## src/sv/wfsp_pkg.sv

```systemverilog
`timescale 1ns / 1ps
`default_nettype none
// ----------------------------------------------------------------------------
// wfsp_pkg: shared types and constants of the frame summary parser
// Holds the accepted byte record, the result record, the element-walk phase
// codes and the 802.11 field constants that the parser modules share.
// ----------------------------------------------------------------------------
package wfsp_pkg;

  // Fixed field widths.
  localparam int unsigned COUNT_W    = 16;
  localparam int unsigned SSID_CNT_W = 6;
  localparam int unsigned SSID_WORDS = 4;
  localparam int unsigned SSID_SLOTS = 32;
  localparam int unsigned IN_DATA_W  = 24;
  localparam int unsigned OUT_DATA_W = 384;

  // Element-walk phases.
  localparam logic [1:0] PH_SEEK = 2'd0;
  localparam logic [1:0] PH_LEN  = 2'd1;
  localparam logic [1:0] PH_DATA = 2'd2;
  localparam logic [1:0] PH_DONE = 2'd3;

  // Frame control codes and byte positions.
  localparam logic [1:0]         TYPE_MGMT       = 2'd0;
  localparam logic [3:0]         SUB_PROBE_REQ   = 4'd4;
  localparam logic [3:0]         SUB_PROBE_RESP  = 4'd5;
  localparam logic [3:0]         SUB_BEACON      = 4'd8;
  localparam logic [7:0]         EID_SSID        = 8'd0;
  localparam logic [COUNT_W-1:0] POS_SRC         = 16'd10;
  localparam logic [COUNT_W-1:0] POS_BSSID       = 16'd16;
  localparam logic [COUNT_W-1:0] IE_START_FIXED  = 16'd36;
  localparam logic [COUNT_W-1:0] IE_START_PREQ   = 16'd24;
  localparam logic [COUNT_W-1:0] MIN_FRAME_LEN   = 16'd24;
  localparam logic [COUNT_W-1:0] COUNT_MAX       = 16'hFFFF;

  typedef struct packed {
    logic [7:0]        data;
    logic              last;
    logic signed [7:0] rssi;
    logic [7:0]        channel;
    logic              misc;
  } in_item_t;

  typedef struct packed {
    logic [1:0]                       ftype;
    logic [3:0]                       subtype;
    logic signed [7:0]                rssi;
    logic [7:0]                       channel;
    logic [47:0]                      source_mac;
    logic [47:0]                      bssid_mac;
    logic [SSID_CNT_W-1:0]            ssid_len;
    logic [SSID_WORDS-1:0][63:0]      ssid_word;
  } summary_t;

endpackage
`default_nettype wire

```

## src/sv/wfsp_in_reg.sv

```systemverilog
`timescale 1ns / 1ps
`default_nettype none
// ----------------------------------------------------------------------------
// wfsp_in_reg: input register
// Captures one byte transfer with its side fields and holds it until the
// parser consumes it.
// ----------------------------------------------------------------------------
module wfsp_in_reg (
  input  wire                  clk_i,
  input  wire                  rst_ni,
  input  wire                  valid_i,
  output logic                 ready_o,
  input  wire wfsp_pkg::in_item_t item_i,
  input  wire                  consume_i,
  output logic                 valid_o,
  output wfsp_pkg::in_item_t   item_o
);

  logic               valid_q;
  wfsp_pkg::in_item_t item_q;

  // A held item that leaves this cycle frees the register for a new one.
  assign ready_o = !valid_q || consume_i;
  assign valid_o = valid_q;
  assign item_o  = item_q;

  always_ff @(posedge clk_i or negedge rst_ni) begin
    if (!rst_ni) begin
      valid_q <= 1'b0;
    end else if (ready_o) begin
      valid_q <= valid_i;
    end
  end

  always_ff @(posedge clk_i) begin
    if (ready_o && valid_i) begin
      item_q <= item_i;
    end
  end

endmodule
`default_nettype wire

```

## src/sv/wfsp_parser.sv

```systemverilog
`timescale 1ns / 1ps
`default_nettype none
// ----------------------------------------------------------------------------
// wfsp_parser: per-byte frame state and element walk
// Counts bytes, latches the frame header fields and addresses, walks the
// tagged elements and keeps the first SSID. Builds the summary from the
// state as it stands after the current byte.
// ----------------------------------------------------------------------------
module wfsp_parser #(
  parameter int unsigned SSID_MAX_BYTES = 32
) (
  input  wire                  clk_i,
  input  wire                  rst_ni,
  input  wire                  consume_i,
  input  wire wfsp_pkg::in_item_t item_i,
  output logic                 emit_o,
  output wfsp_pkg::summary_t   summary_o
);

  localparam int unsigned IDX_W = (SSID_MAX_BYTES > 1) ? $clog2(SSID_MAX_BYTES) : 1;

  logic [wfsp_pkg::COUNT_W-1:0]    count_q, count_d;
  logic [7:0]                      fc_q, fc_d;
  logic [47:0]                     src_q, src_d;
  logic [47:0]                     bssid_q, bssid_d;
  logic [wfsp_pkg::COUNT_W-1:0]    next_start_q, next_start_d;
  logic [1:0]                      phase_q, phase_d;
  logic [7:0]                      eid_q, eid_d;
  logic [7:0]                      remain_q, remain_d;
  logic [wfsp_pkg::SSID_CNT_W-1:0] cnt_q, cnt_d;
  logic                            done_q, done_d;
  logic signed [7:0]               rssi_q, rssi_d;
  logic [7:0]                      chan_q, chan_d;
  logic                            misc_q, misc_d;
  logic [7:0]                      ssid_q [SSID_MAX_BYTES];

  logic [wfsp_pkg::COUNT_W-1:0]    pos;
  logic [wfsp_pkg::COUNT_W-1:0]    frame_len;
  logic [wfsp_pkg::COUNT_W:0]      ie_next;
  logic                            wr_en;
  logic [1:0]                      new_type;
  logic [3:0]                      new_sub;

  assign pos      = count_q;
  assign new_type = item_i.data[3:2];
  assign new_sub  = item_i.data[7:4];
  assign ie_next  = {1'b0, pos} + 17'd1 + {9'd0, item_i.data};
  assign frame_len = (pos == wfsp_pkg::COUNT_MAX) ? pos : pos + 16'd1;

  always_comb begin
    fc_d         = fc_q;
    src_d        = src_q;
    bssid_d      = bssid_q;
    next_start_d = next_start_q;
    phase_d      = phase_q;
    eid_d        = eid_q;
    remain_d     = remain_q;
    cnt_d        = cnt_q;
    done_d       = done_q;
    rssi_d       = rssi_q;
    chan_d       = chan_q;
    misc_d       = misc_q;
    wr_en        = 1'b0;

    if (pos == '0) begin
      // First byte: frame control, side fields, fresh walk.
      fc_d     = item_i.data;
      rssi_d   = item_i.rssi;
      chan_d   = item_i.channel;
      misc_d   = item_i.misc;
      src_d    = '0;
      bssid_d  = '0;
      cnt_d    = '0;
      done_d   = 1'b0;
      eid_d    = '0;
      remain_d = '0;
      if (new_type == wfsp_pkg::TYPE_MGMT &&
          (new_sub == wfsp_pkg::SUB_BEACON || new_sub == wfsp_pkg::SUB_PROBE_RESP)) begin
        next_start_d = wfsp_pkg::IE_START_FIXED;
        phase_d      = wfsp_pkg::PH_SEEK;
      end else if (new_type == wfsp_pkg::TYPE_MGMT && new_sub == wfsp_pkg::SUB_PROBE_REQ) begin
        next_start_d = wfsp_pkg::IE_START_PREQ;
        phase_d      = wfsp_pkg::PH_SEEK;
      end else begin
        next_start_d = '0;
        phase_d      = wfsp_pkg::PH_DONE;
      end
    end else if (pos != wfsp_pkg::COUNT_MAX) begin
      for (int i = 0; i < 6; i++) begin
        if (pos == wfsp_pkg::POS_SRC + 16'(i)) begin
          src_d[8*i +: 8] = item_i.data;
        end
        if (pos == wfsp_pkg::POS_BSSID + 16'(i)) begin
          bssid_d[8*i +: 8] = item_i.data;
        end
      end
      case (phase_q)
        wfsp_pkg::PH_SEEK: begin
          if (pos == next_start_q) begin
            eid_d   = item_i.data;
            phase_d = wfsp_pkg::PH_LEN;
          end
        end
        wfsp_pkg::PH_LEN: begin
          if (eid_q == wfsp_pkg::EID_SSID) begin
            remain_d = item_i.data;
            if (item_i.data == 8'd0) begin
              done_d  = 1'b1;
              phase_d = wfsp_pkg::PH_DONE;
            end else begin
              phase_d = wfsp_pkg::PH_DATA;
            end
          end else if (ie_next[wfsp_pkg::COUNT_W]) begin
            phase_d = wfsp_pkg::PH_DONE;
          end else begin
            next_start_d = ie_next[wfsp_pkg::COUNT_W-1:0];
            phase_d      = wfsp_pkg::PH_SEEK;
          end
        end
        wfsp_pkg::PH_DATA: begin
          if (cnt_q < wfsp_pkg::SSID_CNT_W'(SSID_MAX_BYTES)) begin
            wr_en = 1'b1;
            cnt_d = cnt_q + 6'd1;
          end
          remain_d = remain_q - 8'd1;
          if (remain_q == 8'd1) begin
            done_d  = 1'b1;
            phase_d = wfsp_pkg::PH_DONE;
          end
        end
        default: begin
          phase_d = phase_q;
        end
      endcase
    end

    if (item_i.last) begin
      count_d = '0;
    end else begin
      count_d = frame_len;
    end
  end

  // A frame reports only when it is long enough and not a misc packet.
  assign emit_o = consume_i && item_i.last && !misc_d &&
                  (frame_len >= wfsp_pkg::MIN_FRAME_LEN);

  always_ff @(posedge clk_i or negedge rst_ni) begin
    if (!rst_ni) begin
      count_q      <= '0;
      fc_q         <= '0;
      src_q        <= '0;
      bssid_q      <= '0;
      next_start_q <= '0;
      phase_q      <= wfsp_pkg::PH_SEEK;
      eid_q        <= '0;
      remain_q     <= '0;
      cnt_q        <= '0;
      done_q       <= 1'b0;
      rssi_q       <= '0;
      chan_q       <= '0;
      misc_q       <= 1'b0;
    end else if (consume_i) begin
      count_q      <= count_d;
      fc_q         <= fc_d;
      src_q        <= src_d;
      bssid_q      <= bssid_d;
      next_start_q <= next_start_d;
      phase_q      <= phase_d;
      eid_q        <= eid_d;
      remain_q     <= remain_d;
      cnt_q        <= cnt_d;
      done_q       <= done_d;
      rssi_q       <= rssi_d;
      chan_q       <= chan_d;
      misc_q       <= misc_d;
    end
  end

  // SSID bytes; slots at or past the count are masked on the way out.
  always_ff @(posedge clk_i) begin
    if (consume_i && wr_en) begin
      ssid_q[cnt_q[IDX_W-1:0]] <= item_i.data;
    end
  end

  logic [wfsp_pkg::SSID_SLOTS-1:0][7:0] ssid_bytes;

  for (genvar k = 0; k < wfsp_pkg::SSID_SLOTS; k++) begin : g_slot
    if (k < SSID_MAX_BYTES) begin : g_live
      logic [7:0] slot_view;
      assign slot_view = (wr_en && cnt_q == wfsp_pkg::SSID_CNT_W'(k)) ? item_i.data
                                                                      : ssid_q[k];
      assign ssid_bytes[k] = (done_d && cnt_d > wfsp_pkg::SSID_CNT_W'(k)) ? slot_view
                                                                          : 8'd0;
    end else begin : g_none
      assign ssid_bytes[k] = 8'd0;
    end
  end

  always_comb begin
    summary_o.ftype      = fc_d[3:2];
    summary_o.subtype    = fc_d[7:4];
    summary_o.rssi       = rssi_d;
    summary_o.channel    = chan_d;
    summary_o.source_mac = src_d;
    summary_o.bssid_mac  = bssid_d;
    summary_o.ssid_len   = done_d ? cnt_d : '0;
    summary_o.ssid_word  = ssid_bytes;
  end

  // The SSID count never passes the store depth.
  a_cnt_bound: assert property (@(posedge clk_i) disable iff (!rst_ni)
    cnt_q <= wfsp_pkg::SSID_CNT_W'(SSID_MAX_BYTES))
    else $error("SSID count beyond store depth");

  // An SSID body in progress always has bytes left.
  a_data_remain: assert property (@(posedge clk_i) disable iff (!rst_ni)
    phase_q == wfsp_pkg::PH_DATA |-> remain_q != 8'd0)
    else $error("SSID body phase with no bytes left");

  // While seeking, the next element header never lies behind the byte count.
  a_seek_ahead: assert property (@(posedge clk_i) disable iff (!rst_ni)
    (phase_q == wfsp_pkg::PH_SEEK && count_q != '0) |-> next_start_q >= count_q)
    else $error("Element start passed without being seen");

  // A consumed last byte always rewinds the byte count.
  a_rewind: assert property (@(posedge clk_i) disable iff (!rst_ni)
    (consume_i && item_i.last) |=> count_q == '0)
    else $error("Byte count not cleared after frame end");

endmodule
`default_nettype wire

```

## src/sv/wfsp_out_reg.sv

```systemverilog
`timescale 1ns / 1ps
`default_nettype none
// ----------------------------------------------------------------------------
// wfsp_out_reg: result register
// Holds one packed summary until the downstream side takes it.
// ----------------------------------------------------------------------------
module wfsp_out_reg (
  input  wire                                 clk_i,
  input  wire                                 rst_ni,
  input  wire                                 load_i,
  input  wire wfsp_pkg::summary_t             summary_i,
  input  wire                                 ready_i,
  output logic                                valid_o,
  output logic [wfsp_pkg::OUT_DATA_W-1:0]     data_o
);

  localparam int unsigned SUM_W = $bits(wfsp_pkg::summary_t);

  logic                                valid_q;
  logic [wfsp_pkg::OUT_DATA_W-1:0]     data_q;
  logic [wfsp_pkg::OUT_DATA_W-1:0]     data_d;

  // Pack the first field into the lowest bits, zero fill to a whole byte.
  always_comb begin
    data_d = '0;
    data_d[SUM_W-1:0] = {summary_i.ssid_word, summary_i.ssid_len, summary_i.bssid_mac,
                         summary_i.source_mac, summary_i.channel, summary_i.rssi,
                         summary_i.subtype, summary_i.ftype};
  end

  always_ff @(posedge clk_i or negedge rst_ni) begin
    if (!rst_ni) begin
      valid_q <= 1'b0;
    end else if (load_i) begin
      valid_q <= 1'b1;
    end else if (ready_i) begin
      valid_q <= 1'b0;
    end
  end

  always_ff @(posedge clk_i) begin
    if (load_i) begin
      data_q <= data_d;
    end
  end

  assign valid_o = valid_q;
  assign data_o  = data_q;

endmodule
`default_nettype wire

```

## src/sv/wlan_frame_summary_parser.sv

```systemverilog
`timescale 1ns / 1ps
`default_nettype none
// ----------------------------------------------------------------------------
// wlan_frame_summary_parser: 802.11 frame summary and SSID extraction
// Takes a captured frame one byte per transfer and gives one summary
// transfer at the end of each qualifying frame.
// ----------------------------------------------------------------------------
// The block accepts one frame byte per clock cycle, back to back, and gives
// one summary transfer for each frame of at least 24 bytes that is not
// flagged as a misc packet. The rssi, channel and misc flag are sampled with
// the first byte of a frame, which is the first transfer after reset or after
// a transfer with tlast set. Each byte passes through an input register and
// combinational parsing logic. A summary is loaded into the result register
// when the last byte of its frame leaves the input register, and the result
// register presents it on the master side. Bytes keep flowing while an
// earlier summary waits in the result register. Only a last byte can be held
// back, and only while a previous summary has not yet been taken. The summary
// carries type, subtype, rssi, channel, addr2 and addr3, plus the first SSID
// element of beacon, probe response and probe request frames, cut to
// SSID_MAX_BYTES bytes; an element that runs past the end of the frame ends
// the element walk and leaves the SSID length at zero. Frames longer than
// 65535 bytes are parsed only over their first 65535 bytes.
// ----------------------------------------------------------------------------
module wlan_frame_summary_parser #(
  parameter int unsigned SSID_MAX_BYTES = 32
) (
  input  wire                                clk_i,
  input  wire                                rst_ni,
  // Input stream.
  input  wire                                s_axis_tvalid,
  output logic                               s_axis_tready,
  // tdata: data_byte[7:0], frame_rssi[15:8], frame_channel[23:16].
  input  wire  [wfsp_pkg::IN_DATA_W-1:0]     s_axis_tdata,
  // tlast: last_byte.
  input  wire                                s_axis_tlast,
  // tuser: misc_packet.
  input  wire                                s_axis_tuser,
  // Output stream.
  output logic                               m_axis_tvalid,
  input  wire                                m_axis_tready,
  // tdata: frame_type[1:0], frame_subtype[5:2], signal_dbm[13:6],
  // radio_channel[21:14], source_mac[69:22], bssid_mac[117:70],
  // ssid_len[123:118], ssid_word0[187:124], ssid_word1[251:188],
  // ssid_word2[315:252], ssid_word3[379:316], zero fill above.
  output logic [wfsp_pkg::OUT_DATA_W-1:0]    m_axis_tdata
);

  wfsp_pkg::in_item_t  in_item;
  wfsp_pkg::in_item_t  held_item;
  wfsp_pkg::summary_t  summary;
  logic                held_valid;
  logic                consume;
  logic                emit;

  always_comb begin
    in_item.data    = s_axis_tdata[7:0];
    in_item.last    = s_axis_tlast;
    in_item.rssi    = s_axis_tdata[15:8];
    in_item.channel = s_axis_tdata[23:16];
    in_item.misc    = s_axis_tuser;
  end

  // A byte that cannot end a frame never waits; a last byte waits only for
  // room in the result register.
  assign consume = held_valid && (!held_item.last || !m_axis_tvalid || m_axis_tready);

  wfsp_in_reg u_in_reg (
    .clk_i     (clk_i),
    .rst_ni    (rst_ni),
    .valid_i   (s_axis_tvalid),
    .ready_o   (s_axis_tready),
    .item_i    (in_item),
    .consume_i (consume),
    .valid_o   (held_valid),
    .item_o    (held_item)
  );

  wfsp_parser #(
    .SSID_MAX_BYTES (SSID_MAX_BYTES)
  ) u_parser (
    .clk_i     (clk_i),
    .rst_ni    (rst_ni),
    .consume_i (consume),
    .item_i    (held_item),
    .emit_o    (emit),
    .summary_o (summary)
  );

  wfsp_out_reg u_out_reg (
    .clk_i     (clk_i),
    .rst_ni    (rst_ni),
    .load_i    (emit),
    .summary_i (summary),
    .ready_i   (m_axis_tready),
    .valid_o   (m_axis_tvalid),
    .data_o    (m_axis_tdata)
  );

  // A summary is loaded only when the result register is free or draining.
  a_no_overwrite: assert property (@(posedge clk_i) disable iff (!rst_ni)
    emit |-> (!m_axis_tvalid || m_axis_tready))
    else $error("Summary overwrote an untaken result");

  // A summary is only ever produced by a consumed last byte.
  a_emit_on_last: assert property (@(posedge clk_i) disable iff (!rst_ni)
    emit |-> (consume && held_item.last))
    else $error("Summary without a frame end");

  // A loaded summary is presented in the next cycle.
  a_emit_shows: assert property (@(posedge clk_i) disable iff (!rst_ni)
    emit |=> m_axis_tvalid)
    else $error("Loaded summary not presented");

endmodule
`default_nettype wire

```

## config.mk

```make
export PLATFORM = sky130hd
export DESIGN_NAME = wlan_frame_summary_parser
export DESIGN_NICKNAME = d
export VERILOG_FILES = /design/src/sv/wfsp_pkg.sv /design/src/sv/wfsp_in_reg.sv /design/src/sv/wfsp_parser.sv /design/src/sv/wfsp_out_reg.sv /design/src/sv/wlan_frame_summary_parser.sv
export SDC_FILE = /design/constraint.sdc
export NUM_CORES = 1
export LEC_CHECK = 0
export ABC_AREA = 1
export BUFFER_PORTS_ARGS = -buffer_cell sky130_fd_sc_hd__buf_4
export CAP_MARGIN = 40
export CORE_MARGIN = 2
export CORE_UTILIZATION = 50
export CTS_CLUSTER_SIZE = 16
export DETAILED_ROUTE_END_ITERATION = 10
export HOLD_SLACK_MARGIN = 0.12
export PLACE_DENSITY = 0.82
export SLEW_MARGIN = 10
export SYNTH_ARGS = -nofsm -noshare
export SYNTH_HDL_FRONTEND = slang
export SYNTH_SLANG_ARGS = --single-unit
```

## constraint.sdc

```tcl
create_clock -name clk_i -period 17.84 [get_ports clk_i]
set_input_delay 0.892 -clock clk_i [delete_from_list [all_inputs] [get_ports clk_i]]
set_output_delay 0.892 -clock clk_i [all_outputs]
set_load 0.01 [all_outputs]
```

==> Flow_metrics.wiki, run 1 <==
{| class="wikitable"
! Metric !! Value
|-
| Status || completed
|-
| Final clock period utilization by the worst path || 26.37%
|-
| Power density cells || 111.2 nW/um2
|-
| Critical Path Sink Type || register
|-
| Cell depth of the worst flop-to-flop path || 13
|-
| CP max FO || 182
|-
| Critical path's top delay family || buffers and inverters
|-
| Proportion of synthesized chip area in sequential cells || just under 70%
|-
| Max stage delay on crit path || between 800 and 900 ps
|-
| Prevailing post-synth register cell || edfxtp_1
|-
| Total iterations of the first detailed-routing run || 6
|-
| FF+latch count, synth || 840
|-
| Power Internal || ~3400 uW
|-
| Static leakage power || 0.01851 uW
|-
| Number of antenna violations at the first check in global routing || 1
|-
| Path class of the lowest-slack min-delay path || in -> async
|-
| Sequential share of power || 47.4%
|-
| Die W || around 270 um
|-
| Reg2Reg Launch Point || u_parser.count_q[0]$_DFFE_PN0P_
|-
| Most common cell after layout, fill and taps aside || nand2_1
|-
| Longest Clk Path Bufs || 3
|-
| RSZ-0062 raised after global routing || false
|-
| Post-CTS setup-driven buffer insertion count || 0
|-
| Post-detailed-route wirelength per cell || 20.44 um
|-
| Post-layout util || 60.11%
|-
| Vias in the first global route || 23950
|-
| Hold bufs inserted after CTS || 0
|-
| Number of synthesized flops with an enable pin || ~660
|-
| Synthesized instance count || 3313
|-
| Worst-case setup margin in the final layout || 13140 ps
|-
| H-tree levels || 3
|-
| Slew Limit Headroom || 12.08%
|-
| Startpoint kind of the worst setup timing path || register
|-
| Combined global-route utilization of all metal layers || around 26%
|-
| Synthesis-to-finish area growth || 19.46%
|-
| TritonCTS sink count || 840
|-
| Post-route minimum period || ~4700 ps
|-
| Num rows || 98
|-
| Largest clock skew in the final design || 22.13 ps
|-
| Destination of the worst register-to-register timing path || u_out_reg.data_o[285]$_SDFFCE_PN0P_
|-
| Clock transition at path regs || 60 ps
|-
| Worst setup path class || reg -> reg
|-
| Die outline height || 271.5 um
|-
| Maximum number of pins on one net before global-route repair || 183
|-
| Worst setup path endpoint || u_out_reg.data_o[285]$_SDFFCE_PN0P_
|-
| Minimum setup slack among reg-to-reg paths || roughly 13000 ps
|-
| Most Frequent Cell on Critical Path || nor2_1
|-
| Starting Density || 50.32%
|-
| Total I/O pin count || 416
|-
| CTS-repair resized insts || 0
|-
| Post-Layout Inst Area || 42750 um2
|-
| Proportion of power drawn by the clock network || 38.0%
|-
| Worst path cell trace || ha_1 > inv_1 > nor2_1 > nand2_2 > nor2_2 > nor2_1 > nand4_1 > nor2_1 > nand3_1 > nand2_1 > inv_8 > buf_12 > buf_4
|-
| Drt first-iter violations || 2815
|-
| Combinational share of power || 14.6%
|-
| Total chip power || 4753 uW
|-
| Final number of setup-violating endpoints || 0
|-
| Net switching power || 1338 uW
|-
| Share of synthesized flip-flops with an asynchronous set or reset || 21.19%
|-
| Clock Tree Root || clkbuf_16
|-
| Setup Slack @ Placement || 13310 ps
|-
| Average vias per placed instance || roughly 5.4
|-
| Synthesized area || 35790 um2
|-
| Total cell area at the placement stage || 39920 um2
|-
| Diode count || 0
|-
| Peak ir drop on the vdd network || about 0.1 mV
|-
| Worst Setup SP || u_parser.count_q[0]$_DFFE_PN0P_
|-
| Avg Synthesized Cell Area || 10.80 um2
|-
| Proportion of total power due to net switching || 28.14%
|-
| Most frequent cells in the layout || 817 x nand2_1, 662 x edfxtp_1, 443 x buf_4
|-
| Count of endpoints failing hold in the final timing report || 0
|-
| Overflow after GRT || 0
|-
| Wire length of the first global-routing pass || 144300 um
|-
| Nets || around 3800
|-
| Required time at the worst-slack endpoint || 18090 ps
|-
| Count of maximum capacitance violations || 0
|-
| Total length of routed wires || 96920 um
|-
| Floorplan die area || 73730 um2
|-
| Master of the slowest instance on the critical path || buf_4
|-
| Total number of cells along the worst setup path || 13
|-
| TritonCTS clock tree || yes
|-
| Placeable core area || 71120 um2
|-
| Post-DRT Antenna Nets || 0
|-
| Critical path data arrival time || 4960 ps
|-
| Detail Placement HPWL || roughly 62000 um
|-
| Worst-skew pair later-pin latency || 630 ps
|-
| Achievable clock frequency || 212.6 MHz
|-
| Buffering stage count on the worst path with inverters included || 4
|-
| Final setup TNS || 0 ps
|-
| Library cells used by synthesis || 48
|-
| Final Max Tran Viols || 0
|-
| Number of input and output port buffers inserted || 411
|-
| Slew at the pin closest to its max-slew limit || 1319 ps
|-
| Vias post-DR || around 26000
|-
| Residual DRC || 0
|-
| Global placement routability congestion || approximately 0.96
|-
| Layout cells sized above 1 || between 10% and 20%
|-
| Count of yosys warnings during synthesis || 0
|-
| Cts bufs inserted || just under 90
|}
==> logic make-up after synthesis <==
logic type	Yosys count	synth area share, %
xor gates and xnor gates	32	0.7832
other	1	0.01048
DFF	840	68.00
adders and majority gates	24	0.8601
and+or+nand+nor	1295	15.32
buffers and inverters	527	5.867
AOI/OAI and AO/OA	594	9.160
==> how the worst min path moves through the flow <==
stage                                startpoint                               end  slack (ps)  cells after the start
2_1_floorplan  u_parser.bssid_q[10]$_DFFE_PN0P_  u_parser.bssid_q[10]$_DFFE_PN0P_         450                      2
3_3_place_gp     u_parser.src_q[45]$_DFFE_PN0P_    u_parser.src_q[45]$_DFFE_PN0P_         460                      2
3_5_place_dp   u_parser.bssid_q[12]$_DFFE_PN0P_  u_parser.bssid_q[12]$_DFFE_PN0P_         470                      2
4_1_cts                                  rst_ni    u_parser.src_q[14]$_DFFE_PN0P_         160                      1
5_1_grt                                  rst_ni    u_parser.rssi_q[4]$_DFFE_PN0P_         180                      1
6_report                                 rst_ni    u_parser.rssi_q[4]$_DFFE_PN0P_         180                      1
==> power by group through the flow <==
| stage | clock network (uW) | registers [uW] | logic (uW) |
|---|---|---|---|
| 6_report | 1810 | 2250 | 695 |
| 5_1_grt | 1900 | 2260 | 768 |
| 4_1_cts | 1830 | 2250 | 687 |
| 3_5_place_dp | 0 | 2290 | 683 |
| 3_3_place_gp | 0 | 2290 | 658 |
| 2_1_floorplan | 0 | 2280 | 478 |
==> cell type report <==
cell class	count	area, um2
fill	5573	28370
sequential	840	24330
clock inverter	49	420.4
inverter	384	1449
multi-input combinational	1949	9376
clock buffer	114	2414
tap	950	1189
timing repair buffer	456	3571
==> metal layers <==
layer | track usage, % | part of all wire, % | vias to the layer above
li1 | - | - | 11930
met4 | 9.543 | 3.4 | 0
met3 | 5.139 | 9.5 | 206
met5 | 0 | 0 | -
met1 | 35.25 | 40 | 12230
met2 | 41.27 | 47 | 1339
==> through the flow <==
| step | std cells | hold WS, ps |
|---|---|---|
| after global routing | 4742 | 183.9 |
| after global placement | 4564 | 461.8 |
| after detailed placement | 4579 | 466.9 |
| after floorplan | 3316 | 449.9 |
| final | 4742 | 179.3 |
| after CTS | 4742 | 161.0 |
==> Yosys cell counts (2+ instances only) <==
| cell | count | area share [%] |
|---|---|---|
| nor3_1 | 18 | 0.25 |
| edfxtp_1 | 662 | 56 |
| o32ai_1 | 2 | 0.049 |
| o21ai_1 | 31 | 0.43 |
| nand3_2 | 10 | 0.28 |
| or2_2 | 2 | 0.035 |
| o21ai_0 | 290 | 4.1 |
| nor2_2 | 11 | 0.19 |
| a31oi_1 | 4 | 0.070 |
| nor3_2 | 4 | 0.11 |
| inv_2 | 31 | 0.33 |
| o31ai_1 | 4 | 0.084 |
| nand2_2 | 28 | 0.49 |
| buf_4 | 10 | 0.21 |
| nor2_1 | 280 | 2.9 |
| nand3_4 | 2 | 0.098 |
| nor3b_2 | 2 | 0.070 |
| clkbuf_1 | 78 | 0.82 |
| nor4_1 | 7 | 0.12 |
| nand2_1 | 817 | 8.6 |
| o22ai_1 | 16 | 0.28 |
| nor2_4 | 5 | 0.16 |
| clkinv_1 | 4 | 0.042 |
| buf_2 | 37 | 0.52 |
| ha_1 | 23 | 0.80 |
| xor2_1 | 28 | 0.69 |
| nor3b_1 | 6 | 0.13 |
| a21oi_2 | 8 | 0.20 |
| buf_1 | 13 | 0.14 |
| a21oi_1 | 149 | 2.1 |
| dfrtp_1 | 178 | 12 |
| nand4_1 | 8 | 0.14 |
| inv_1 | 349 | 3.7 |
| a211oi_1 | 33 | 0.69 |
| o211ai_1 | 50 | 1.0 |
| buf_6 | 5 | 0.16 |
| nand2_4 | 17 | 0.53 |
| nand3_1 | 75 | 1.0 |
| o21ai_2 | 4 | 0.098 |
| xnor2_1 | 4 | 0.098 |
==> state kept, by name (all words and copies together), names as in the netlist <==
name and cells:
u_parser.phase_q 2, u_parser.misc_q 1, u_parser.done_q 1, u_parser.src_q 48
u_parser.count_q 16, u_parser.next_start_q 16, u_parser.rssi_q 8, u_in_reg.item_o 26
u_parser.chan_q 8, u_parser.cnt_q 6, u_parser.remain_q 8, u_parser.eid_q 8
u_out_reg.data_o 380, u_out_reg.valid_o 1, u_in_reg.valid_o 1, u_parser.fc_q 6
u_parser.ssid_q 256, u_parser.bssid_q 48
==> worst reg2reg max path, delay by kind of cell, from the launching register on <==
kind | cells | cell delay [ps]
buffers and inverters | 4 | 2110
AND/OR/NAND/NOR | 8 | 1330
flip-flops | 1 | 490
adder cells (fa/ha/maj) | 1 | 350
Power figures use the tool's default switching activity.
==> run 2: changes to the inputs <==
--- a/config.mk
+++ b/config.mk
@@ -5,7 +5,7 @@
 export SDC_FILE = /design/constraint.sdc
 export NUM_CORES = 1
 export LEC_CHECK = 0
-export ABC_AREA = 1
+export ABC_AREA = 0
 export BUFFER_PORTS_ARGS = -buffer_cell sky130_fd_sc_hd__buf_4
 export CAP_MARGIN = 40
 export CORE_MARGIN = 2
==> constraint.sdc (replaced) <==
create_clock -name clk_i -period 4.8 [get_ports clk_i]
set_input_delay 0.24 -clock clk_i [delete_from_list [all_inputs] [get_ports clk_i]]
set_output_delay 0.24 -clock clk_i [all_outputs]
set_load 0.01 [all_outputs]
==> run 2 against run 1 <==
  * Area after synthesis fell by 1.2%
  * Sequential share of layout area barely moved
  * Largest cell class unchanged
  * Die area fell by 1.2%
  * Flip-flop and latch count did not move
  * Register-to-register slack got worse by 13000 ps
  * Clock power rose to 3.8 times the previous value
==> Flow_metrics.wiki, run 2 <==
{| class="wikitable"
! Metric !! Value
|-
| Final worst hold slack || between 300 and 400 ps
|-
| Status || completed
|-
| Synthesized area || 35350 um2
|-
| Die W || around 270 um
|-
| Proportion of synthesized chip area in sequential cells || 68.83%
|-
| Required time at the worst-slack endpoint || 4950 ps
|-
| Post-route minimum period || 4182 ps
|-
| Clock transition at path regs || 60 ps
|-
| Count of yosys warnings during synthesis || 0
|-
| Worst setup path class || reg -> reg
|-
| Vias post-DR || 24680
|-
| Post-detailed-route wirelength per cell || 23.80 um
|-
| Floorplan die area || 72850 um2
|-
| Critical path data arrival time || 4330 ps
|-
| Post-Layout Inst Area || between 40000 and 50000 um2
|-
| Combined global-route utilization of all metal layers || 27.03%
|-
| Final Max Tran Viols || 0
|-
| Most frequent cells in the layout || 662 x edfxtp_1, 464 x buf_4, 361 x nand2_1
|-
| Static leakage power || 0.01701 uW
|-
| Average vias per placed instance || 5.852
|-
| Maximum number of pins on one net before global-route repair || slightly below 200
|-
| Number of synthesized flops with an enable pin || 662
|-
| Global placement routability congestion || 0.9249
|-
| Largest cells by area after synthesis || edfxtp_1 56%, dfrtp_1 13%, mux2i_1 6.4%, nand2_1 3.8%, nor2_1 3.6%
|-
| Achievable clock frequency || 239.1 MHz
|-
| Global route hottest layer || met2
|-
| H-tree levels || 3
|-
| Power density cells || 390.6 nW/um2
|-
| Reg2Reg Launch Point || u_parser.count_q[0]$_DFFE_PN0P_
|-
| Prevailing post-synth register cell || edfxtp_1
|-
| Count of endpoints failing hold in the final timing report || 0
|-
| Post-DRT Antenna Nets || 0
|-
| Final setup TNS || 0 ps
|-
| Routing usage on met2 || 42.42%
|-
| Slew at the pin closest to its max-slew limit || between 1000 and 1500 ps
|-
| Combined area of the multi-input logic cells || just over 10000 um2
|-
| TritonCTS sink count || 840
|-
| Die outline height || ~270 um
|-
| Wire length of the first global-routing pass || 149400 um
|-
| Largest register FFs || 380
|-
| Critical Path Sink Type || register
|-
| Worst-skew pair later-pin latency || roughly 650 ps
|-
| Fraction of post-synthesis cell area in the top cell type by area || around 56%
|-
| Nets || 3263
|-
| Most common cell after layout, fill and taps aside || edfxtp_1
|-
| RSZ-0062 raised after global routing || false
|-
| Library cells used by synthesis || 86
|-
| Synthesized instance count || 2783
|-
| Avg Synthesized Cell Area || 12.70 um2
|-
| Sequential cell area || 24330 um2
|-
| Number of input and output port buffers inserted || between 400 and 500
|-
| Met3 layer usage reported by global route || 5.219%
|-
| Number of antenna violations at the first check in global routing || 1
|-
| Slew Limit Headroom || 16.64%
|-
| Total placed cells including tap cells || 4027
|-
| Largest area contributor in the netlist || edfxtp_1
|-
| Detail Placement HPWL || 63170 um
|-
| Drt first-iter violations || 2894
|-
| Overflow after GRT || 0
|-
| Total chip power || 16710 uW
|-
| Launch instance of the worst min-delay path || s_axis_tdata[21]
|-
| Layout cells sized above 1 || 21.06%
|-
| Total cell area at the placement stage || 39540 um2
|-
| Clock Tree Root || clkbuf_16
|-
| Total I/O pin count || roughly 420
|-
| Num rows || 97
|-
| Final clock period utilization by the worst path || 87.12%
|-
| Ranking of synthesized cells by instance count || 662 x edfxtp_1, 361 x nand2_1, 340 x nor2_1
|-
| Final number of setup-violating endpoints || 0
|-
| Diode count || 0
|-
| Most instantiated library cell after synthesis || edfxtp_1
|-
| Post-CTS setup-driven buffer insertion count || 0
|-
| Vias in the first global route || approximately 24000
|-
| Count of maximum capacitance violations || 0
|-
| Worst Setup SP || u_parser.count_q[0]$_DFFE_PN0P_
|-
| Cts bufs inserted || 85
|-
| Total iterations of the first detailed-routing run || 6
|-
| Share of synthesized flip-flops with an asynchronous set or reset || 21.19%
|-
| TritonCTS clock tree || yes
|-
| Met1 demand-to-capacity share in global routing || 36.79%
|-
| Peak ir drop on the vdd network || 0.3162 mV
|-
| Residual DRC || 0
|-
| Largest clock skew in the final design || 39.69 ps
|-
| Placeable core area || 70030 um2
|-
| Startpoint kind of the worst setup timing path || register
|-
| Longest Clk Path Bufs || 3
|-
| FF+latch count, synth || 840
|-
| Starting Density || 50.48%
|-
| Total length of routed wires || 100400 um
|-
| Fill cell instance count of the final layout || 5173
|-
| CP max FO || 192
|-
| Path class of the lowest-slack min-delay path || in -> reg
|-
| Synthesis-to-finish area growth || 20.97%
|-
| Non-filler instance count after layout || 4217
|}
[run 2: changes by cell type after synthesis, moves of 23 or more]
cell,previous run,this run
mux2i_1,0,225
o21ai_0,290,164
mux2_2,0,27
a211oi_1,33,7
o211ai_1,50,9
inv_1,349,43
nor2_1,280,340
xnor2_1,4,27
nor3_1,18,42
nand3_1,75,116
nand2_1,817,361
nand2_2,28,1
inv_2,31,0
clkbuf_1,78,120
[run 2: timing repair]
action | in CTS | in global routing
hold buffers | 32 | 0
gates resized for setup | 0 | 0
endpoints found under the hold margin | 206 | 0
[run 2: layer usage]
| layer | vias to the layer above | share of wire [%] |
|---|---|---|
| met4 | 0 | 4.2 |
| met1 | 12230 | 40 |
| met5 | - | 0 |
| met3 | 219 | 8.9 |
| met2 | 1316 | 47 |
| li1 | 10910 | - |
[run 2: stage by stage]
step	setup WS, ps	utilization, %
2_1_floorplan	-3237	-
3_3_place_gp	924.9	56.30
3_5_place_dp	797.5	56.47
4_1_cts	767.7	61.01
5_1_grt	439.8	61.07
6_report	618.1	61.07
[run 2: cell families after synthesis]
family | Yosys count | share of synthesized area [%]
AND/OR/NAND/NOR | 983 | 12.31
flip-flops | 840 | 68.83
AO/OA/AOI/OAI | 428 | 7.245
multiplexers | 253 | 7.294
buffers and inverters | 218 | 2.552
XOR/XNOR | 36 | 0.8919
adder cells (fa/ha/maj) | 24 | 0.8707
other | 1 | 0.01061
[run 2: final timing paths]
kind | end | slack, ps | depth (start not counted)
max | u_out_reg.data_o[126]$_SDFFCE_PN0P_ | 620 | 9
min | u_in_reg.item_o[6]$_DFFE_PP_ | 320 | 2
max reg2reg | u_out_reg.data_o[126]$_SDFFCE_PN0P_ | 620 | 9
min reg2reg | u_parser.src_q[39]$_DFFE_PN0P_ | 480 | 2
max in group asynchronous | u_parser.next_start_q[5]$_DFFE_PN0P_ | 3060 | 5
min in group asynchronous | u_parser.eid_q[1]$_DFFE_PN0P_ | 580 | 3
[run 2: layout make-up]
cell class / count / area share, %
flip-flops and latches: 840 / 56.90
multi-input cells: 1728 / 23.83
repair buffers: 509 / 9.426
clock buffers: 107 / 5.480
well taps: 940 / 2.750
clock inverters: 48 / 1.205
inverters: 45 / 0.4067
[run 2: critical path, stage by stage (launching register included)]
cell and delay [ps]:
dfrtp_1 590, ha_1 550, nand4_4 240, nor4_4 630, o21bai_1 170, a32oi_1 240
nand4_1 120, a311oi_1 440, nor2_4 110, buf_12 270
[run 2: where the power goes]
group / internal, uW / leakage (uW) / switching (uW)
combinational: 532 / 0.00709 / 1200
sequential: 8020 / 0.00853 / 156
clock: 3960 / 0.00140 / 2850
